`src/assert_macros.svh`:
```
// assertion macros shared by the hash table rtl
`ifndef ASSERT_MACROS_SVH
`define ASSERT_MACROS_SVH

// same-cycle implication, sampled on i_clk, off during reset
`define ASSERT_IMP(lbl, ante, cons, msg) \
    lbl: assert property (@(posedge i_clk) disable iff (!i_rst_n) (ante) |-> (cons)) \
        else $error(msg);

// next-cycle implication, sampled on i_clk, off during reset
`define ASSERT_NXT(lbl, ante, cons, msg) \
    lbl: assert property (@(posedge i_clk) disable iff (!i_rst_n) (ante) |=> (cons)) \
        else $error(msg);

`endif

```
`src/htls_pkg.sv`:
```
// shared constants and codes for the hash table lookup and store block
package htls_pkg;

    // fixed field widths
    localparam int KEY_W   = 64;
    localparam int DEPTH_W = 8;
    localparam int SCORE_W = 16;
    localparam int MOVE_W  = 16;
    localparam int KIND_W  = 8;
    localparam int CFG_W   = 13;

    // beat widths
    localparam int IN_DATA_W  = KEY_W + DEPTH_W + SCORE_W + MOVE_W + KIND_W;
    localparam int OUT_DATA_W = DEPTH_W + SCORE_W + MOVE_W + KIND_W;

    // parameter defaults
    localparam int SLOTS_DEF     = 4096;
    localparam int MOVE_BITS_DEF = 16;

    // table size after reset
    localparam logic [CFG_W-1:0] SIZE_RST = 13'd4093;

    // register indexes
    localparam logic CFG_MAIN  = 1'b0;
    localparam logic CFG_QUIES = 1'b1;

    // commands
    localparam logic CMD_LOOKUP = 1'b0;
    localparam logic CMD_STORE  = 1'b1;

    // table selects
    localparam logic TBL_MAIN  = 1'b0;
    localparam logic TBL_QUIES = 1'b1;

endpackage

```
`src/htls_mod_unit.sv`:
```
// iterative remainder unit: key modulo table size, one quotient bit per cycle
`include "assert_macros.svh"

module htls_mod_unit #(
    parameter int KEY_W = htls_pkg::KEY_W,
    parameter int SZ_W  = htls_pkg::CFG_W
) (
    input  logic             i_clk,
    input  logic             i_rst_n,
    input  logic             i_start,
    input  logic [KEY_W-1:0] i_key,
    input  logic [SZ_W-1:0]  i_divisor,
    output logic             o_done,
    output logic [SZ_W-1:0]  o_rem
);

    localparam int CNT_W = (KEY_W > 1) ? $clog2(KEY_W) : 1;

    logic             r_busy, n_busy;
    logic             r_done, n_done;
    logic [CNT_W-1:0] r_cnt,  n_cnt;
    logic [KEY_W-1:0] r_key,  n_key;
    logic [SZ_W-1:0]  r_rem,  n_rem;
    logic [SZ_W-1:0]  r_div,  n_div;

    logic [SZ_W:0] w_part;
    logic [SZ_W:0] w_diff;
    logic          w_ge;

    // one restoring step: shift in the next key bit, subtract when it fits
    always_comb begin
        w_part = {r_rem, r_key[KEY_W-1]};
        w_diff = w_part - {1'b0, r_div};
        w_ge   = (w_part >= {1'b0, r_div});
    end

    // sequencing of the steps
    always_comb begin
        n_busy = r_busy;
        n_done = 1'b0;
        n_cnt  = r_cnt;
        n_key  = r_key;
        n_rem  = r_rem;
        n_div  = r_div;
        priority if (i_start) begin
            n_busy = 1'b1;
            n_cnt  = '0;
            n_key  = i_key;
            n_rem  = '0;
            n_div  = i_divisor;
        end else if (r_busy) begin
            n_key = {r_key[KEY_W-2:0], 1'b0};
            n_rem = w_ge ? w_diff[SZ_W-1:0] : w_part[SZ_W-1:0];
            n_cnt = r_cnt + 1'b1;
            if (r_cnt == CNT_W'(KEY_W - 1)) begin
                n_busy = 1'b0;
                n_done = 1'b1;
            end
        end
    end

    // control registers
    always_ff @(posedge i_clk) begin
        if (!i_rst_n) begin
            r_busy <= 1'b0;
            r_done <= 1'b0;
            r_cnt  <= '0;
        end else begin
            r_busy <= n_busy;
            r_done <= n_done;
            r_cnt  <= n_cnt;
        end
    end

    // datapath registers
    always_ff @(posedge i_clk) begin
        r_key <= n_key;
        r_rem <= n_rem;
        r_div <= n_div;
    end

    assign o_done = r_done;
    assign o_rem  = r_rem;

    // checks
    `ASSERT_IMP(a_start_idle, i_start, !r_busy, "start while remainder unit busy")
    `ASSERT_NXT(a_done_pulse, r_done, !r_done, "done held longer than one cycle")
    `ASSERT_IMP(a_rem_below, r_busy || r_done, r_rem < r_div, "remainder not below divisor")

endmodule

```
`config.mk`:
```
export PLATFORM = sky130hd
export DESIGN_NAME = htls_mod_unit
export DESIGN_NICKNAME = d
export VERILOG_FILES = /design/src/htls_pkg.sv /design/src/htls_mod_unit.sv
export VERILOG_INCLUDE_DIRS = /design/src /design/src/src
export SDC_FILE = /design/constraint.sdc
export NUM_CORES = 1
export LEC_CHECK = 0
export BUFFER_PORTS_ARGS = -buffer_cell sky130_fd_sc_hd__buf_2
export CORE_MARGIN = 2
export CORE_UTILIZATION = 55
export DETAILED_ROUTE_END_ITERATION = 8
export PLACE_DENSITY = 0.88
export SYNTH_ARGS = -nofsm -noshare
export SYNTH_HDL_FRONTEND = slang
export SYNTH_SLANG_ARGS = --single-unit
export TNS_END_PERCENT = 20
```
`constraint.sdc`:
```
create_clock -name i_clk -period 2.55 [get_ports i_clk]
set_input_delay 0.1275 -clock i_clk [delete_from_list [all_inputs] [get_ports i_clk]]
set_output_delay 0.1275 -clock i_clk [all_outputs]
set_load 0.1 [all_outputs]
```
==> flow_summary_export.csv <==
group,metric,value,unit
hold_path,holdCritPathClass,"in2reg",
clock_tree,cts_tree,"built",
pwr,p_int,2.72,mW
clock_tree,clkTransAtPathRegs,100,ps
yosys,yosysSeqAreaShare,56.5,%
detailed_routing,viasPerCell,5.62,
pwr,power,3.83,mW
timing,hold_slack,34.7,ps
yosys,yosys.area.top_type_share,47.8,%
final_layout,design_area,5810,um^2
critical_path,crit_type,"reg2reg",
pwr,powerDensity,660,nW/um^2
detailed_routing,drt_iter0_markers,136,
final_layout,finish.utilization,67.2,%
yosys,synth_cell_types,53,
detailed_routing,vias,3322,
yosys,syn_avg_cell_area,13.2,um^2
critical_path,critPathLaunchType,"flop",
clock_tree,clockRootBuffer,"clkbuf_8",
critical_path,cp_data_arrival_time,2690,ps
grt,grt_remaining_overflow,0,
clock_tree,clkSinkCount,98,
timing,worst_slew_pin_slew,579,ps
final_layout,syn_to_final_growth,20.1,%
yosys,synthesis.area,4830,um^2
yosys,ys_top_cells_by_count,"edfxtp_1, mux2_2, nor2_1",
detailed_routing,drcViolationCount,0,
pwr,p_sw,1.12,mW
pwr,leakage,2.37,nW
pwr,netSwitchingFraction,29.1,%
yosys,synth_flop_cell,"edfxtp_1",
critical_path,crit_required,2770,ps
placement,placed_cell_area,5460,um^2
yosys,synthArstFlopShare,0,%
yosys,synth_cells,367,
grt,track_usage,20.9,%
floorplan,ios,94,
timing,finClkSkew,5.78,ps
clock_tree,insertion_delay,350,ps
clock_tree,clockBufferDepth,2,
final_layout,drive_gt1_share,43.9,%
critical_path,cp-end-kind,"flop",
timing,post-route-period-util,96.8,%
grt,grt_pass1_wl,16.0,mm
yosys,yosysMostFrequentCell,"edfxtp_1",
yosys,synth-warning-count,0,
floorplan,die_h,97.8,um
critical_path,path_max_fanout,5,
critical_path,rrSetupSlack,80,ps
clock_tree,cts_buffers,9,
yosys,synthAdderAreaFrac,4.04,%
detailed_routing,drt_pass1_iterations,4,
pwr,ir_drop,0.405,mV
yosys,synthSimpleGateAreaFrac,7.40,%
yosys,synth-xor-area-share,2.17,%
pwr,combPwrFrac,22.7,%
hold_path,whs_path_depth,2,
placement,place_congestion,0.898,
yosys,ys_top_cells_by_area,"edfxtp_1, mux2_2, dfxtp_1, ha_1, a311oi_1",
timing,min_period,2470,ps
clock_tree,htreeDepth,3,
timing,grt_setup_unrepaired,"no",
floorplan,fp.coreArea,8640,um^2
pwr,seqPwrFrac,51.4,%
detailed_routing,ant_nets,0,
yosys,muxShareOfSynthArea,15.5,%
final_layout,antennaDiodeCount,0,
final_layout,nets,573,
detailed_routing,totalWireLength,9.73,mm
yosys,synth-edff-count,77,
pwr,pwr-share-clk,25.9,%
run,cap_violations,0,
grt,grt_max_degree,92,
yosys,synth_top_family_by_area,"multiplexers",
yosys,synth_compound_area_share,10.1,%
timing,setup_viol,0,
timing,hold_viol,0,
timing,slew_headroom,61.3,%
floorplan,die_width,97.8,um
timing,final.setup.tns,0,ps
placement,hpwl,6.74,mm
critical_path,rr_worst_depth,7,
placement,port_buffers,93,
floorplan,rows,34,
yosys,syn-num-nets,462,
timing,max_freq,0.405,GHz
floorplan,dieArea,9560,um^2
yosys,synth_top_cell_by_area,"edfxtp_1",
detailed_routing,avgRoutedWirePerCell,16.5,um
yosys,synth-seq-cells,98,
grt,grt_pass1_vias,3473,
grt,antenna_found_initial,1,
status,status,"finished clean",
floorplan,initial_utilization,56.0,%
timing,drv_slew,0,
routing by layer:
layer	part of all wire, %	vias up	routed length, um	global-route usage [%]
li1	-	1615	-	-
met1	43	1613	4230	25.4
met2	50	82	4820	36.4
met3	5.7	12	555	5.65
met4	1.3	0	125	6.84
met5	0	-	0	0
cell type report:
| cell class | instances | area [um^2] |
|---|---|---|
| inverter | 20 | 75.1 |
| clock buffer | 9 | 124 |
| tap | 108 | 135 |
| timing repair buffer | 121 | 739 |
| fill | 641 | 2830 |
| multi-input combinational | 228 | 1920 |
| sequential | 98 | 2750 |
| clock inverter | 7 | 67.6 |
cells in the final DEF (no fill, tap or decap), types with 9 or more instances in the layout:
cell and count:
ha_1 13, o21ai_0 11, buf_2 92, buf_4 13, inv_1 20, nand2_1 11
dfxtp_1 11, clkbuf_8 9, a21oi_1 10, a311oi_1 10, dfxtp_2 9, nand3_1 14
nor2_1 22, edfxtp_1 77, mux2_2 64, dlygate4sd3_1 13
state kept, by name (all words and copies together), names as in the netlist:
| register | flops |
|---|---|
| o_rem | 13 |
| r_div | 13 |
| o_done | 1 |
| r_key | 64 |
| r_busy | 1 |
| r_cnt | 6 |
critical path, cell delays in order, from the launching register on:
cell and delay (ps):
dfxtp_2 360, ha_1 390, a21oi_1 190, o21ai_0 230, a21oi_1 530, mux2_2 400, o22ai_1 130, a311oi_1 110
power groups by stage:
stage               sequential (mW)  clock, mW  combinational, mW
floorplan                      2.13          0              0.507
global placement               2.00          0              0.809
detailed placement             2.00          0              0.837
CTS                            1.97       1.02              0.856
global route                   1.99       1.08              0.940
finish                         1.97      0.993              0.868
cell families (layout without fill, tap and decap cells):
family                   Yosys count  after routing
buffers and inverters             41            157
AO/OA/AOI/OAI                     64             64
XOR/XNOR                          12             12
flip-flops                        98             98
AND/OR/NAND/NOR                   70             70
multiplexers                      67             67
adder cells (fa/ha/maj)           15             15
stage by stage:
stage / instances / worst slack [ps]
6_report: 591 / 81.7
5_1_grt: 591 / 7.33
4_1_cts: 591 / 25.8
3_5_place_dp: 562 / -16.5
3_3_place_gp: 562 / 65.0
2_1_floorplan: 367 / 14.8
what timing repair did:
action / in CTS / in global routing
hold endpoints to repair: 13 / 0
resized for setup: 1 / 6
pin swaps: 0 / 3
setup endpoints to repair: 6 / 13
hold buffers: 13 / 0
buffers inserted: 0 / 0
worst paths after layout:
kind / end / start
max: o_rem[9]$_SDFFE_PP0P_ / o_rem[1]$_SDFFE_PP0P_
min: r_busy$_SDFF_PN0_ / i_rst_n
max reg2reg: o_rem[9]$_SDFFE_PP0P_ / o_rem[1]$_SDFFE_PP0P_
min reg2reg: o_done$_SDFF_PP0_ / r_cnt[5]$_SDFFE_PP0P_
No activity file was read; power rests on OpenSTA's default activity.
